[src/design/wvc_pkg.sv]
`timescale 1ns / 1ps
// ----------------------------------------------------------------------------
// wvc_pkg
// Shared types and constants for the waypoint velocity command block.
// ----------------------------------------------------------------------------
package wvc_pkg;

    // register indexes (byte address / 4)
    localparam logic [2:0] REG_GAIN_POS   = 3'd0;
    localparam logic [2:0] REG_GAIN_HEAD  = 3'd1;
    localparam logic [2:0] REG_GAIN_FINAL = 3'd2;
    localparam logic [2:0] REG_LIM_LIN    = 3'd3;
    localparam logic [2:0] REG_LIM_ANG    = 3'd4;
    localparam logic [2:0] REG_TOL_POS    = 3'd5;
    localparam logic [2:0] REG_TOL_HEAD   = 3'd6;

    // 1/K in Q30 (rotation start), 1/K in Q20 (distance scale)
    localparam logic [29:0] COS_START   = 30'd652032874;
    localparam logic [19:0] INV_K_Q20   = 20'd636751;
    // 2*pi and 0.15*2*pi in Q16
    localparam logic [18:0] TWO_PI_Q16  = 19'd411775;
    localparam logic [18:0] BLEND_Q16   = 19'd61766;

    // arctangent of 2^-i as 32-bit binary angle
    localparam logic [31:0] ATAN_TAB [0:31] = '{
        32'h20000000, 32'h12E4051E, 32'h09FB385B, 32'h051111D4, 32'h028B0D43,
        32'h0145D7E1, 32'h00A2F61E, 32'h00517C55, 32'h0028BE53, 32'h00145F2F,
        32'h000A2F98, 32'h000517CC, 32'h00028BE6, 32'h000145F3, 32'h0000A2F9,
        32'h0000517D, 32'h000028BE, 32'h0000145F, 32'h00000A30, 32'h00000518,
        32'h0000028C, 32'h00000146, 32'h000000A3, 32'h00000051, 32'h00000029,
        32'h00000014, 32'h0000000A, 32'h00000005, 32'h00000003, 32'h00000001,
        32'h00000001, 32'h00000000
    };

    // configuration register file contents
    typedef struct packed {
        logic [23:0] gain_pos;
        logic [23:0] gain_head;
        logic [23:0] gain_final;
        logic [30:0] lim_lin;
        logic [30:0] lim_ang;
        logic [30:0] tol_pos;
        logic [14:0] tol_head;
    } cfg_t;

    // item after classification, waiting for the back end
    typedef struct packed {
        logic signed [41:0] x0;     // right half-plane offset * 256
        logic signed [41:0] y0;
        logic               flip;   // offset was mirrored, bearing starts at pi
        logic signed [15:0] rh;     // robot heading
        logic signed [15:0] fe;     // final heading error
    } job_t;

    typedef enum logic [2:0] {
        S_IDLE, S_VEC, S_DIST, S_ROT, S_MUL1, S_MUL2, S_DONE
    } back_state_t;

endpackage

[src/design/wvc_front.sv]
`timescale 1ns / 1ps
// ----------------------------------------------------------------------------
// wvc_front
// Takes an input item, forms the pose offset and the final heading error.
// ----------------------------------------------------------------------------
module wvc_front import wvc_pkg::*; (
    input  logic signed [31:0] robot_x,
    input  logic signed [31:0] robot_y,
    input  logic signed [15:0] robot_heading,
    input  logic signed [31:0] goal_x,
    input  logic signed [31:0] goal_y,
    input  logic signed [15:0] goal_heading,
    output job_t               job
);
    logic signed [33:0] dx, dy, ndx, ndy;

    // offsets, mirrored into the right half plane for vectoring
    always_comb begin
        dx  = 34'(goal_x) - 34'(robot_x);
        dy  = 34'(goal_y) - 34'(robot_y);
        ndx = -dx;
        ndy = -dy;
        job.flip = dx[33];
        if (dx[33]) begin
            job.x0 = {ndx, 8'b0};
            job.y0 = {ndy, 8'b0};
        end else begin
            job.x0 = {dx, 8'b0};
            job.y0 = {dy, 8'b0};
        end
        job.rh = robot_heading;
        job.fe = goal_heading - robot_heading;  // wraps in 16 bits
    end
endmodule

[config.mk]
export PLATFORM = sky130hd
export DESIGN_NAME = wvc_front
export DESIGN_NICKNAME = d
export VERILOG_FILES = /design/src/design/wvc_pkg.sv /design/src/design/wvc_front.sv
export SDC_FILE = /design/constraint.sdc
export NUM_CORES = 1
export LEC_CHECK = 0
export BUFFER_PORTS_ARGS = -buffer_cell sky130_fd_sc_hd__buf_4
export CAP_MARGIN = 15
export CORE_MARGIN = 3
export CORE_UTILIZATION = 45
export DETAILED_ROUTE_END_ITERATION = 10
export GPL_ROUTABILITY_DRIVEN = 0
export PLACE_DENSITY_LB_ADDON = 0.08
export SYNTH_ARGS = -nofsm -noshare
export SYNTH_HDL_FRONTEND = slang
export SYNTH_SLANG_ARGS = --single-unit
[constraint.sdc]
create_clock -name vclk -period 21
set_input_delay 6.3 -clock vclk [all_inputs]
set_output_delay 6.3 -clock vclk [all_outputs]
set_load 0.03 [all_outputs]
* Word level (Yosys, flattened, before mapping) *
Index checks and enable logic that the tools add are counted.

word-level totals
  output and inout bits = 117
  word-level logic and storage cells = 6
  register bits = 0

cells by class
  mux-type cells = 1
  $add $sub $neg = 5

operators by type and width
  kind            count
  $mux 84         1
  $neg 33->34     2
  $sub 32x32->33  2
  $sub 16x16->16  1

* Logic depth before layout (Yosys ltp) *
  depth after elaboration = 3
  mapped depth = 16
  mapped depth without buffers = 14

* Worst setup path before layout *
Ideal clock, no wire load.

  path kind = input-to-output
  from = input port goal_x[0]
  to = output port job[115] (netlist bit)
  cell stages on the path = 13
  setup slack = 4.545 ns
  buffers on the path = 0
  arrival time = 10.155 ns
  cell sequence = inv_1 ha_1 fa_1 nor2b_1 o31a_1 o32ai_2 o211ai_2 and2_1 or4b_1 and4_1 or4b_4 nor3_1 nor4b_1

RTL lines
  item             line             source
  start, declared  wvc_front.sv:10  input logic signed [31:0] goal_x,
  end, declared    wvc_front.sv:13  output job_t job

==> metrics.cfg <==
[synthesis]
synth_largest_area_cell = ha_1
synth-compound-area-share_pct = 31.8
ys_seq_area_share_pct = 0
synth_area_mm2 = 0.00648
netlist.area_leader.share_pct = 15.6
avgSynthCellArea_um2 = 6.73
yosys.area_share.simple_pct = 24.6
ys_types = 89
synth_xor_area_share_pct = 14.9
synth.area.top_cells = ha_1 16%, xnor2_1 10%, inv_1 6.3%
muxShareOfSynthArea_pct = 0.617
yosysWarningCount = 0
syn_inst = 964
synth_top_family_by_area = compound AO/OA/AOI/OAI gates
synth_fa_ha_area_share_pct = 16.6

[global_route]
grt_pass1_vias = 6799
grt_max_degree = 30
antenna_found_initial = 0
grt_overflow_total = 0
grt_use_total_pct = 23.7
grt_pass1_wl_um = 32700

[timing]
max_freq_mhz = 59.3
holdWs_ns = 12.83
finalHoldViolations = 0
setup_tns_ns = 0
rsz0062_at_grt = false
tightest_slew_ns = 0.720
final.period_utilization_pct = 80.3
drv_slew = 0
maxSlewHeadroom_pct = 51.2
finalSetupViolCount = 0
period_minus_slack_ns = 16.86

[hold_path]
hold_class = input port to output pin

[placed_design]
dp_hpwl_um = 17900
dpl_cell_area_mm2 = 0.00839
post-place-cells = 1366
io_buffer_count = 260

[routing]
dr.pass1.iters = 5
wl_per_cell_um = 14.8
drtAntennaViolNets = 0
via_count = 7559
wirelength_um = 20200
remaining_drc_errors = 0
drt_iter0_drc = 429
vias_per_cell = 5.53

[final_layout]
area_delta_synth_final_pct = 29.4
stdcell_area_mm2 = 0.00839
clock_buffers = 0
layout_common_cells = 262 x buf_4, 108 x inv_1, 81 x ha_1, 76 x xnor2_1
drive_gt1_share_pct = 24.6
nets = 1432
diodes = 0
layout_commonest_cell = buf_4
multi_input_area_mm2 = 0.00580
nFlopsAndLatches = 0
final_cells = 1366
regArea_um2 = 0
n_fill_cell = 1389

[floorplan]
core_mm2 = 0.0140
die_h_um = 126
io_pins = 277
initial_core_util_pct = 46.4
rows = 43
fp.dieW_um = 126
die_area_mm2 = 0.0159

[power]
p_leak_uw = 0.00419
power_density_mw_per_mm2 = 57.4
vdd_drop_max_mv = 0.0318

[clock_network]
cts_hold_buf = 0
post_cts_buffers = 0
cts_resized = 0

[critical_path]
cp.required_ns = 14.70
path_class = input port to output pin
critical_path.max_fanout = 29
setup.worst_path.end_class = output pin
worstSetupStartpointType = input port
cp_data_arrival_time_ns = 10.56

[outcome]
status = completed

[job]
drv_cap = 0

## cells in the mapped netlist (5+ instances only)
| cell type | instances |
|---|---|
| inv_1 | 108 |
| ha_1 | 81 |
| xnor2_1 | 76 |
| a21oi_1 | 73 |
| nand2_1 | 73 |
| nor2_1 | 67 |
| o21ai_0 | 54 |
| xor2_1 | 34 |
| buf_4 | 33 |
| a21o_1 | 27 |
| clkbuf_1 | 21 |
| nand3_1 | 21 |
| nor3_1 | 21 |
| and2_1 | 18 |
| and3_1 | 14 |
| o21a_1 | 14 |
| nand4_1 | 12 |
| o211ai_1 | 12 |
| o21ai_1 | 12 |
| a21boi_0 | 11 |
| a31oi_1 | 11 |
| o31ai_1 | 11 |
| nor2b_1 | 10 |
| a211oi_1 | 9 |
| nor4_1 | 8 |
| a211o_1 | 7 |
| nand2b_1 | 7 |
| or3_1 | 7 |
| and4_1 | 6 |
| o2111ai_1 | 5 |
## final cells by class
type                       count  share of cell area, %
inverter                     108                   4.83
multi-input combinational    816                   69.1
tap                          180                   2.68
timing repair buffer         262                   23.4
## kinds of logic (layout without fill, tap and decap cells)
logic type / Yosys count / count (layout)
simple gates: 297 / 297
fa+ha+maj: 84 / 84
mux: 4 / 4
other cells: 1 / 17
buf+inv: 164 / 370
compound gates: 304 / 304
xor+xnor: 110 / 110
## through the flow
stage / util [%] / power (uW) / setup WS, ns
2_1_floorplan: - / 326 / 4.54
3_3_place_gp: 60.0 / 478 / 4.30
3_5_place_dp: 60.0 / 480 / 4.17
4_1_cts: 60.0 / 482 / 4.18
5_1_grt: 60.0 / 518 / 3.74
6_report: 60.0 / 482 / 4.14
## where the power goes
group / total (uW) / switching (uW) / leakage [uW] / internal [uW]
Combinational: 482 / 296 / 0.00419 / 186
Clock: 0 / 0 / 0 / 0
Sequential: 0 / 0 / 0 / 0
## worst max-delay path, stage by stage
cell and delay, ns:
buf_4 0.11, inv_1 0.04, ha_1 0.18, fa_1 0.23, nor2b_1 0.07, o31a_1 0.29
o32ai_2 0.47, o211ai_2 0.21, a41o_1 0.25, a21oi_1 0.21, o211ai_1 0.16, o21a_1 0.44
inv_1 0.56, buf_4 0.41, o21ai_0 0.17, xnor2_1 0.24, buf_4 0.21
## routing by layer
metal	vias to the layer above	GRT usage (%)	share of wire [%]	routed length, um
met5	-	0	0	0
met4	0	2.65	1.6	331
met2	254	43.1	48	9750
met1	3397	30.6	43	8690
met3	22	3.22	7.2	1450
li1	3886	-	-	-
## path summary, 6_finish.rpt
kind / from / to / slack [ns] / depth (start not counted)
min: robot_heading[12] / job[28] / 12.83 / 2
max: goal_x[0] / job[98] / 4.14 / 17
No activity file was read; power rests on OpenSTA's default activity.
