`src/design/wvc_pkg.sv`:
```
`timescale 1ns / 1ps
// ----------------------------------------------------------------------------
// wvc_pkg
// Shared types and constants for the waypoint velocity command block.
// ----------------------------------------------------------------------------
package wvc_pkg;

    // register indexes (byte address / 4)
    localparam logic [2:0] REG_GAIN_POS   = 3'd0;
    localparam logic [2:0] REG_GAIN_HEAD  = 3'd1;
    localparam logic [2:0] REG_GAIN_FINAL = 3'd2;
    localparam logic [2:0] REG_LIM_LIN    = 3'd3;
    localparam logic [2:0] REG_LIM_ANG    = 3'd4;
    localparam logic [2:0] REG_TOL_POS    = 3'd5;
    localparam logic [2:0] REG_TOL_HEAD   = 3'd6;

    // 1/K in Q30 (rotation start), 1/K in Q20 (distance scale)
    localparam logic [29:0] COS_START   = 30'd652032874;
    localparam logic [19:0] INV_K_Q20   = 20'd636751;
    // 2*pi and 0.15*2*pi in Q16
    localparam logic [18:0] TWO_PI_Q16  = 19'd411775;
    localparam logic [18:0] BLEND_Q16   = 19'd61766;

    // arctangent of 2^-i as 32-bit binary angle
    localparam logic [31:0] ATAN_TAB [0:31] = '{
        32'h20000000, 32'h12E4051E, 32'h09FB385B, 32'h051111D4, 32'h028B0D43,
        32'h0145D7E1, 32'h00A2F61E, 32'h00517C55, 32'h0028BE53, 32'h00145F2F,
        32'h000A2F98, 32'h000517CC, 32'h00028BE6, 32'h000145F3, 32'h0000A2F9,
        32'h0000517D, 32'h000028BE, 32'h0000145F, 32'h00000A30, 32'h00000518,
        32'h0000028C, 32'h00000146, 32'h000000A3, 32'h00000051, 32'h00000029,
        32'h00000014, 32'h0000000A, 32'h00000005, 32'h00000003, 32'h00000001,
        32'h00000001, 32'h00000000
    };

    // configuration register file contents
    typedef struct packed {
        logic [23:0] gain_pos;
        logic [23:0] gain_head;
        logic [23:0] gain_final;
        logic [30:0] lim_lin;
        logic [30:0] lim_ang;
        logic [30:0] tol_pos;
        logic [14:0] tol_head;
    } cfg_t;

    // item after classification, waiting for the back end
    typedef struct packed {
        logic signed [41:0] x0;     // right half-plane offset * 256
        logic signed [41:0] y0;
        logic               flip;   // offset was mirrored, bearing starts at pi
        logic signed [15:0] rh;     // robot heading
        logic signed [15:0] fe;     // final heading error
    } job_t;

    typedef enum logic [2:0] {
        S_IDLE, S_VEC, S_DIST, S_ROT, S_MUL1, S_MUL2, S_DONE
    } back_state_t;

endpackage

```
`src/design/wvc_queue.sv`:
```
`timescale 1ns / 1ps
// ----------------------------------------------------------------------------
// wvc_queue
// Two-entry queue of classified items between front and back end.
// ----------------------------------------------------------------------------
module wvc_queue import wvc_pkg::*; (
    input  logic aclk,
    input  logic aresetn,
    input  logic push,
    input  job_t push_job,
    output logic full,
    input  logic pop,
    output logic empty,
    output job_t head
);
    job_t       mem_reg [2];
    logic       wr_reg, rd_reg;
    logic [1:0] cnt_reg;

    assign full  = cnt_reg == 2'd2;
    assign empty = cnt_reg == 2'd0;
    assign head  = mem_reg[rd_reg];

    // pointers and fill count
    always_ff @(posedge aclk) begin
        if (!aresetn) begin
            wr_reg  <= 1'b0;
            rd_reg  <= 1'b0;
            cnt_reg <= 2'd0;
        end else begin
            if (push) wr_reg <= ~wr_reg;
            if (pop)  rd_reg <= ~rd_reg;
            cnt_reg <= cnt_reg + 2'(push) - 2'(pop);
        end
    end

    // storage
    always_ff @(posedge aclk) begin
        if (push) mem_reg[wr_reg] <= push_job;
    end
endmodule

```
`config.mk`:
```
export PLATFORM = sky130hd
export DESIGN_NAME = wvc_queue
export DESIGN_NICKNAME = d
export VERILOG_FILES = /design/src/design/wvc_pkg.sv /design/src/design/wvc_queue.sv
export SDC_FILE = /design/constraint.sdc
export NUM_CORES = 1
export LEC_CHECK = 0
export ABC_AREA = 1
export BUFFER_PORTS_ARGS = -buffer_cell sky130_fd_sc_hd__clkbuf_2
export CAP_MARGIN = 10
export CORE_MARGIN = 2
export CORE_UTILIZATION = 45
export DETAILED_ROUTE_END_ITERATION = 16
export GPL_TIMING_DRIVEN = 0
export MAX_ROUTING_LAYER = met4
export PLACE_DENSITY = 0.69
export SYNTH_ARGS = -nofsm -noshare
export SYNTH_HDL_FRONTEND = slang
export SYNTH_SLANG_ARGS = --single-unit
```
`constraint.sdc`:
```
create_clock -name aclk -period 18.35 [get_ports aclk]
set_input_delay 5.505 -clock aclk [delete_from_list [all_inputs] [get_ports aclk]]
set_output_delay 5.505 -clock aclk [all_outputs]
set_load 0.005 [all_outputs]
```
# Word level (Yosys, flattened, before mapping)

Memory sizes are Yosys's and may differ from the RTL's. A register that Yosys moved wholly into a read port is not among the register bits.
Cells that the tools add are included.

$add $sub $neg: 2
Equal/unequal tests: 1
Multiplexer cells: 4
Bitwise logic cells: 2
Reductions and logical operators: 1

Operators with widths:

| operator                             | number |
|---|---|
| 2-to-1 mux 1 bit                     | 4 |
| adder 2 x 1 -> 2 bit                 | 1 |
| == test 2 bit, second input constant | 1 |
| zero test 2 bit                      | 1 |
| inverter 1 bit                       | 2 |
| subtractor 2 x 1 -> 2 bit            | 1 |

Register bits after elaboration: 4
Memory bits (writable): 234
Output and inout bits: 119
Logic and storage cells: 14
Memories: 1

Memory list:

| memory  | words | bits a word | rd ports | clocked after memory_dff | wr ports | line            | RTL |
|---|---|---|---|---|---|---|---|
| mem_reg | 2     | 117         | 1        | 1                        | 1        | wvc_queue.sv:16 | `job_t mem_reg [2];` |

# Longest topological paths before layout

Gate-level depths: netlist (run 1).

Depth after elaboration: 3
Depth in mapped cells: 9
Depth with buffers taken out: 9

# Worst setup path before layout (run 1)

No wires, ideal clock.

Path kind: input-to-reg
Start: input push
End: memory mem_reg[0][0] in the netlist's numbering, enable pin
Arrival time: 10.440 ns
Data required time: 17.753 ns
Setup slack: 7.313 ns
Stages on the path: 2
Buffers on the path: 0
Cell sequence: inv_1 > nor2_1

Cells in the longest elaborated chain, start to end: 2

Ends and longest elaborated chain:

| element                                | line            | RTL |
|---|---|---|
| start: declaration                     | wvc_queue.sv:9  | `input logic push,` |
| 2-to-1 mux 1 bit                       | wvc_queue.sv:39 | `if (push) mem_reg[wr_reg] <= push_job;` |
| 2-to-1 mux 1 bit (not written as such) | wvc_queue.sv:39 |  |
| end: declaration                       | wvc_queue.sv:16 |  |

No other way between the ends.

==> impl_metrics.tcl, run 1 <==
set metrics [dict create \
    status "completed" \
    n_fill_cell 1495 \
    timing.final.max_slew_violations 0 \
    place_hpwl_microns 11200 \
    timing.fmax_mhz 137 \
    synth_fp_nets 520 \
    synth_edf_count 234 \
    cts_resized 0 \
    drive_gt1_share_pct 59.2 \
    drtIter0Drc 197 \
    cts_tree "done" \
    clk_latency_ns 0.50 \
    numPortBuffers 239 \
    ys_warn_count 0 \
    grt_pass1_vias 4751 \
    relSlewSlack_pct 39.8 \
    hold_slack_ns 0.516 \
    dr.pass1.iters 4 \
    synthArstFlopShare_pct 0 \
    crit_family "buffers and inverters" \
    synth_common_cells "edfxtp_1 (234), mux2_2 (87), mux2_4 (30)" \
    critPathKind "flip-flop to primary output" \
    hold_viol 0 \
    crit_chain "buf_6 > buf_2 > mux2_2 > clkbuf_2" \
    cts_buffer_depth 3 \
    cts_made_buffers 25 \
    synth_top_area_share_pct 80.0 \
    synth.ff_latch_count 239 \
    synthTopCellsByArea "edfxtp_1 (80%), mux2_2 (11%), mux2_4 (5.1%)" \
    rows 51 \
    grt_use_total_pct 15.6 \
    design_area_sq_um 11100 \
    cellPowerDensity_nw_per_um2 107 \
    synth_flop_cell "edfxtp_1" \
    post_cts_buffers 0 \
    vias 4505 \
    largest_reg_flops 234 \
    synth_top_cell_by_area "edfxtp_1" \
    drc 0 \
    place_area_sq_um 10400 \
    worst_slew_pin_slew_ns 0.900 \
    ys_types 12 \
    routed_wl_microns 16400 \
    ios 240 \
    setup_violations 0 \
    crit_buf_inv 3 \
    grt_max_degree 62 \
    yosysMostFrequentCell "edfxtp_1" \
    core_sq_um 19300 \
    synth.avg_cell_area_sq_um 22.1 \
    fin_skew_ns 0.00641 \
    cp_slowest_stage_delay_ns 0.38 \
    ir_drop_uv 81.7 \
    postCtsHoldBufs 0 \
    period_needed_ns 7.30 \
    die_h_microns 144 \
    hp-class "flip-flop to flip-flop" \
    fin_nets 790 \
    synth_seq_area_share_pct 81.2 \
    htreeDepth 1 \
    crit_arrival_ns 1.80 \
    die_area_sq_um 20600 \
    cts_sinks 239 \
    vias_per_cell 4.76 \
    start_util_pct 45.6 \
    grt_remaining_overflow 0 \
    gp_congestion 0.734 \
    cp-end-kind "primary output" \
    p_leak_nw 4.32 \
    antenna_found_initial 0 \
    critPathLaunchType "flip-flop" \
    synthesis.area_sq_um 8780 \
    syn_inst 397 \
    slowest_stage "mux2_2" \
    syn_to_final_growth_pct 26.7 \
    ant_nets 0 \
    setup_tns_ns 0 \
    cp_max_fo 10 \
    grt_first_pass_wirelength_microns 24100 \
    post_drt_wl_per_cell_microns 17.3 \
    max_cap_viol_count 0 \
    p_total_w 0.00120 \
    min_period_over_period_pct 39.8 \
    die_w_microns 144 \
    clockRootBuffer "clkbuf_16" \
    antenna_cells 0 \
    required_ns 12.84 \
    rsz0062_at_grt "false" \
    clk_pin_slew_ns 0.06 \
]
-- cell type report --
cell class,count,area [sq um],area share (%)
inverter,7,31.3,0.281
multi-input combinational,138,1540,13.8
buffer,13,96.3,0.866
clock buffer,35,663,5.96
sequential,239,7130,64.1
tap,265,332,2.98
timing repair buffer,243,1280,11.5
clock inverter,6,53.8,0.484
-- per-stage QoR --
step	utilization, %	setup WS [ns]	std cells
floorplan	-	7.31	397
global placement	53.5	4.81	901
detailed placement	54.0	11.03	905
CTS	57.7	10.97	946
global route	57.7	10.93	946
finish	57.7	11.05	946
-- report_power, final --
| group | internal [W] | switching (W) | total, W |
|---|---|---|---|
| clock network | 0.000263 | 0.000184 | 0.000447 |
| logic | 0.0000567 | 0.0000528 | 0.000110 |
| registers | 0.000632 | 0.00000679 | 0.000639 |
-- path summary, 6_finish.rpt --
kind,start,endpoint,slack [ns],cells after the start
max,flip-flop,head[53],11.05,4
min reg2reg,rd_reg,rd_reg,0.52,2
max reg2reg,wr_reg,mem_reg[0][114],16.43,3
min,rd_reg,rd_reg,0.52,2
-- metal layers --
metal	GRT usage, %	vias up	share of wire [%]
met5	-	-	0
met3	4.67	32	8.9
met1	18.4	2202	38
li1	-	2098	-
met2	26.1	173	51
met4	4.39	0	2.0
-- layout by cell type, fill, tap and decap left out, drive strengths merged --
cell / Yosys / layout
clkinvlp: 0 / 1
edfxtp: 234 / 234
clkbuf: 0 / 274
nand2: 8 / 8
a21oi: 1 / 1
buf: 13 / 17
dfxtp: 5 / 5
ha: 2 / 2
clkinv: 0 / 4
nor2: 9 / 9
inv: 7 / 7
mux2: 117 / 117
bufinv: 0 / 1
nand3: 1 / 1
-- tightest hold or removal path: cells and delay by family (launching register included) --
| kind | cells | cell delay, ns |
|---|---|---|
| DFF | 1 | 0.34 |
| and+or+nand+nor | 2 | 0.14 |
-- cell families (layout without fill, tap and decap cells) --
family                   after synthesis  count (layout)  synth area share [%]
buffers and inverters                 20             304                  1.40
adder cells (fa/ha/maj)                2               2                 0.285
AND/OR/NAND/NOR                       18              18                 0.784
multiplexers                         117             117                  16.3
flip-flops                           239             239                  81.2
AO/OA/AOI/OAI                          1               1                0.0570
Note: power is estimated with default switching activity, not from simulation.
==> inputs of run 2 (changes only) <==
Clock period 18.35 ns to 7.6 ns, I/O delays scaled along.
==> run 2 against run 1 <==
  * Routed wire length fell by 2.7%
  * Largest power group unchanged
  * Worst setup slack worse by 7.5 ns
  * Clock skew rose by 0.00087 ns
  * Die area unchanged
  * Non-clock buffer count up 1
  * Highest routed layer unchanged
  * Core utilization rose by 0.19 points
  * Critical path depth grew 1
  * Clock-buffer cell count is 3 lower
==> impl_metrics.tcl, run 2 (synthesis gave the netlist of run 1 again) <==
set metrics [dict create \
    grt_max_degree 68 \
    cp-end-kind "primary output" \
    fin_skew_ns 0.00728 \
    endpoint "head[108]" \
    required_ns 5.32 \
    period_needed_ns 4.09 \
    antenna_found_initial 0 \
    drc 0 \
    ant_nets 0 \
    layout_commonest_cell "clkbuf_2" \
    min-delay-start "rd_reg" \
    grt_remaining_overflow 0 \
    cp_max_fo 10 \
    min_period_over_period_pct 53.8 \
    dr.pass1.iters 4 \
    cts_made_buffers 24 \
    crit_arrival_ns 1.81 \
    cellPowerDensity_nw_per_um2 259 \
    htreeDepth 1 \
    die_w_microns 144 \
    start_util_pct 45.6 \
    finalNonFillerCells 948 \
    place_area_sq_um 10400 \
    hold_slack_ns 0.507 \
    ios 240 \
    reg2regPathDepth 3 \
    worst_slew_pin_slew_ns 0.700 \
    fin_nets 790 \
    final_cell_mix "clkbuf_2 (239), edfxtp_1 (234), mux2_2 (87)" \
    relSlewSlack_pct 53.3 \
    setup_violations 0 \
    cts_buffer_depth 3 \
    timing.rr.start "wr_reg" \
    hold_viol 0 \
    clk_pin_slew_ns 0.06 \
    die_h_microns 144 \
    hp-class "flip-flop to flip-flop" \
    post_drt_wl_per_cell_microns 16.8 \
    clockRootBuffer "clkbuf_16" \
    r2r_end "mem_reg[1][1]" \
    grt_first_pass_wirelength_microns 23600 \
    cts_tree "done" \
    numPortBuffers 239 \
    largest_reg_flops 234 \
    timing.fmax_mhz 244 \
    grt_pass1_vias 4661 \
    syn_to_final_growth_pct 27.1 \
    regToRegSetupSlack_ns 5.78 \
    status "completed" \
    rsz0062_at_grt "false" \
    gp_congestion 0.744 \
    vias 4498 \
    core_sq_um 19300 \
    rows 51 \
    design_area_sq_um 11200 \
    cts_sinks 239 \
    timing.final.max_slew_violations 0 \
    n_fill_cell 1494 \
    place_hpwl_microns 11100 \
    antenna_cells 0 \
    ir_drop_uv 152 \
    grt_use_total_pct 15.2 \
    routed_wl_microns 16000 \
    critPathLaunchType "flip-flop" \
    die_area_sq_um 20600 \
    dp.cells 906 \
    ff_latch_area_sq_um 7130 \
    critPathKind "flip-flop to primary output" \
    postCtsHoldBufs 0 \
    clk_latency_ns 0.50 \
    p_leak_nw 4.35 \
    cts_resized 0 \
    setup_tns_ns 0 \
    max_cap_viol_count 0 \
    drtIter0Drc 178 \
    multi_input_area_sq_um 1540 \
    drive_gt1_share_pct 59.6 \
    post_cts_buffers 0 \
    vias_per_cell 4.74 \
]
run 2: changes by cell type in the layout (fill, tap and decap cells not counted), sizes merged:
cell,previous run,this run
clkinvlp,1,0
buf,17,18
clkbuf,274,271
clkinv,4,9
run 2: critical path, cell delays in order, from the launching register on:
cell and delay (ns):
dfxtp_1 0.32, buf_6 0.16, buf_6 0.18, buf_6 0.20, mux2_4 0.32, clkbuf_2 0.13
run 2: per-layer routing:
metal	share of wire, %	global-route usage [%]	vias up
met3	7.7	4.03	34
met2	51	26.4	174
met1	39	17.3	2186
met4	2.8	4.54	0
met5	0	-	-
li1	-	-	2104
run 2: area by class of cell:
cell class | instances | share of cell area, %
sequential | 239 | 63.9
multi-input combinational | 138 | 13.8
timing repair buffer | 244 | 11.8
clock buffer | 32 | 5.84
tap | 265 | 2.97
buffer | 13 | 0.863
clock inverter | 10 | 0.628
inverter | 7 | 0.258
run 2: worst min-delay path by stage:
stage / slack [ns] / to / cells past startpoint
after CTS: 0.51 / flip-flop / 2
final: 0.51 / rd_reg / 2
after detailed placement: 0.50 / rd_reg / 2
after floorplan: 0.46 / flip-flop / 2
after global placement: 0.48 / rd_reg / 2
after global routing: 0.57 / rd_reg / 2
run 2: stage by stage:
stage                     setup WS (ns)  total power (W)  util, %
after floorplan                    1.83          0.00171        -
after global routing               3.42          0.00300     57.9
final                              3.51          0.00289     57.9
after CTS                          3.46          0.00293     57.9
after detailed placement           3.76          0.00184     54.2
after global placement            0.335          0.00183     53.5
run 2: power breakdown:
group	switching (W)	total (W)	internal [W]
Sequential	0.0000160	0.00154	0.00153
Combinational	0.000128	0.000267	0.000139
Clock	0.000445	0.00108	0.000632
==> inputs of run 3 (changes only) <==
Settings changed: PLACE_DENSITY 0.69 to 0.72.
Clock period 7.6 ns to 3.6 ns, I/O delays scaled along.
==> run 3 against run 2 <==
  * Global-route usage up 0.20 points
  * Clock power up 110%
  * Sequential power up 110%
  * Critical path type unchanged
==> impl_metrics.tcl, run 3 (synthesis gave the netlist of run 1 again) <==
set metrics [dict create \
    use_met1_pct 18.2 \
    design_area_sq_um 11200 \
    final_cell_mix "clkbuf_2 (239), edfxtp_1 (234), mux2_2 (87)" \
    cts_made_buffers 25 \
    hold_viol 0 \
    clk_latency_ns 0.51 \
    p_leak_nw 4.38 \
    worst_slew_pin_slew_ns 0.869 \
    finalNonFillerCells 954 \
    htreeDepth 1 \
    largest_reg_flops 234 \
    timing.fmax_mhz 348 \
    gr-usage-met2_pct 26.6 \
    setup_ws_ns 0.729 \
    vias_per_cell 4.79 \
    routed_wl_microns 16100 \
    reg2regPathDepth 3 \
    grt_first_pass_wirelength_microns 24100 \
    fin_nets 793 \
    rsz0062_at_grt "false" \
    cp-end-kind "primary output" \
    timing.final.max_slew_violations 0 \
    multi_input_area_sq_um 1540 \
    dr.pass1.iters 4 \
    post_cts_buffers 0 \
    r2r_end "mem_reg[1][0]" \
    clockRootBuffer "clkbuf_16" \
    vias 4572 \
    grt_pass1_vias 4842 \
    drtIter0Drc 171 \
    drive_gt1_share_pct 60.3 \
    timing.rr.start "wr_reg" \
    whs_path_depth 2 \
    p_total_w 0.00608 \
    antenna_found_initial 1 \
    critPathKind "flip-flop to primary output" \
    fin_skew_ns 0.0120 \
    numPortBuffers 239 \
    period_needed_ns 2.87 \
    ir_drop_uv 460 \
    grt_max_degree 45 \
    critPathLaunchType "flip-flop" \
    relSlewSlack_pct 41.9 \
    postCtsHoldBufs 0 \
    place_area_sq_um 10500 \
    cellPowerDensity_nw_per_um2 542 \
    status "completed" \
    ff_latch_area_sq_um 7130 \
    rows 51 \
    post-place-ws_ns 0.707 \
    die_area_sq_um 20600 \
    place_hpwl_microns 11200 \
    grt_remaining_overflow 0 \
    cts_tree "done" \
    ios 240 \
    crit_arrival_ns 1.79 \
    cp_max_fo 10 \
    grt_use_total_pct 15.4 \
    clk_pin_slew_ns 0.06 \
    cts_buffer_depth 3 \
    min_period_over_period_pct 79.8 \
    core_sq_um 19300 \
    cts_resized 0 \
    regToRegSetupSlack_ns 1.61 \
    setup_violations 0 \
    die_h_microns 144 \
    top_usage_layer "met2" \
    endpoint "head[91]" \
    required_ns 2.52 \
    hp-class "flip-flop to flip-flop" \
    die_w_microns 144 \
    max_cap_viol_count 0 \
    start_util_pct 45.6 \
    syn_to_final_growth_pct 27.7 \
    grt_use_met3_pct 3.60 \
    hold_slack_ns 0.511 \
    layout_commonest_cell "clkbuf_2" \
    n_fill_cell 1495 \
    drc 0 \
    gp_congestion 0.795 \
    dp.cells 908 \
    ant_nets 0 \
    cts_sinks 239 \
    post_drt_wl_per_cell_microns 16.9 \
]
==> run 3: changes by cell type in the layout (fill, tap and decap cells not counted), sizes merged <==
cell      before  now
buf           18   20
clkinv         9   14
bufinv         1    0
diode          0    1
clkinvlp       0    2
clkbuf       271  268
==> run 3: final cells by class <==
cell class	count	area share (%)
plain buffers	13	0.859
multi-input cells	138	13.7
clock inverters	16	0.725
clock buffers	29	5.71
well taps	265	2.96
repair buffers	246	12.2
flip-flops and latches	239	63.6
inverters	7	0.268
diodes	1	0.0223
==> run 3: worst min path at each step <==
stage           start        end  slack, ns
2_1_floorplan  rd_reg  flip-flop       0.46
3_3_place_gp   rd_reg     rd_reg       0.48
3_5_place_dp   rd_reg  flip-flop       0.50
4_1_cts        rd_reg  flip-flop       0.51
5_1_grt        rd_reg  flip-flop       0.55
6_report       rd_reg  flip-flop       0.51
==> run 3: critical path, stage by stage (launching register included) <==
cell,delay [ns]
dfxtp_1,0.32
buf_6,0.15
buf_6,0.18
buf_6,0.20
mux2_4,0.32
clkbuf_2,0.11
==> run 3: metrics by stage <==
| step | util (%) | setup TNS, ns |
|---|---|---|
| floorplan | - | 0 |
| global placement | 53.5 | -166.51 |
| detailed placement | 54.4 | 0 |
| CTS | 58.2 | 0 |
| global route | 58.2 | 0 |
| finish | 58.2 | 0 |
==> run 3: where the power goes <==
group / switching (W) / total, W / internal [W]
Combinational: 0.000272 / 0.000574 / 0.000302
Sequential: 0.0000345 / 0.00326 / 0.00322
Clock: 0.000974 / 0.00225 / 0.00127
==> run 3: routing by layer <==
layer  share of wire (%)  vias to the layer above
met5                   0                        -
met4                 1.8                        0
met3                 7.9                       26
met2                  51                      183
met1                  39                     2249
li1                    -                     2114
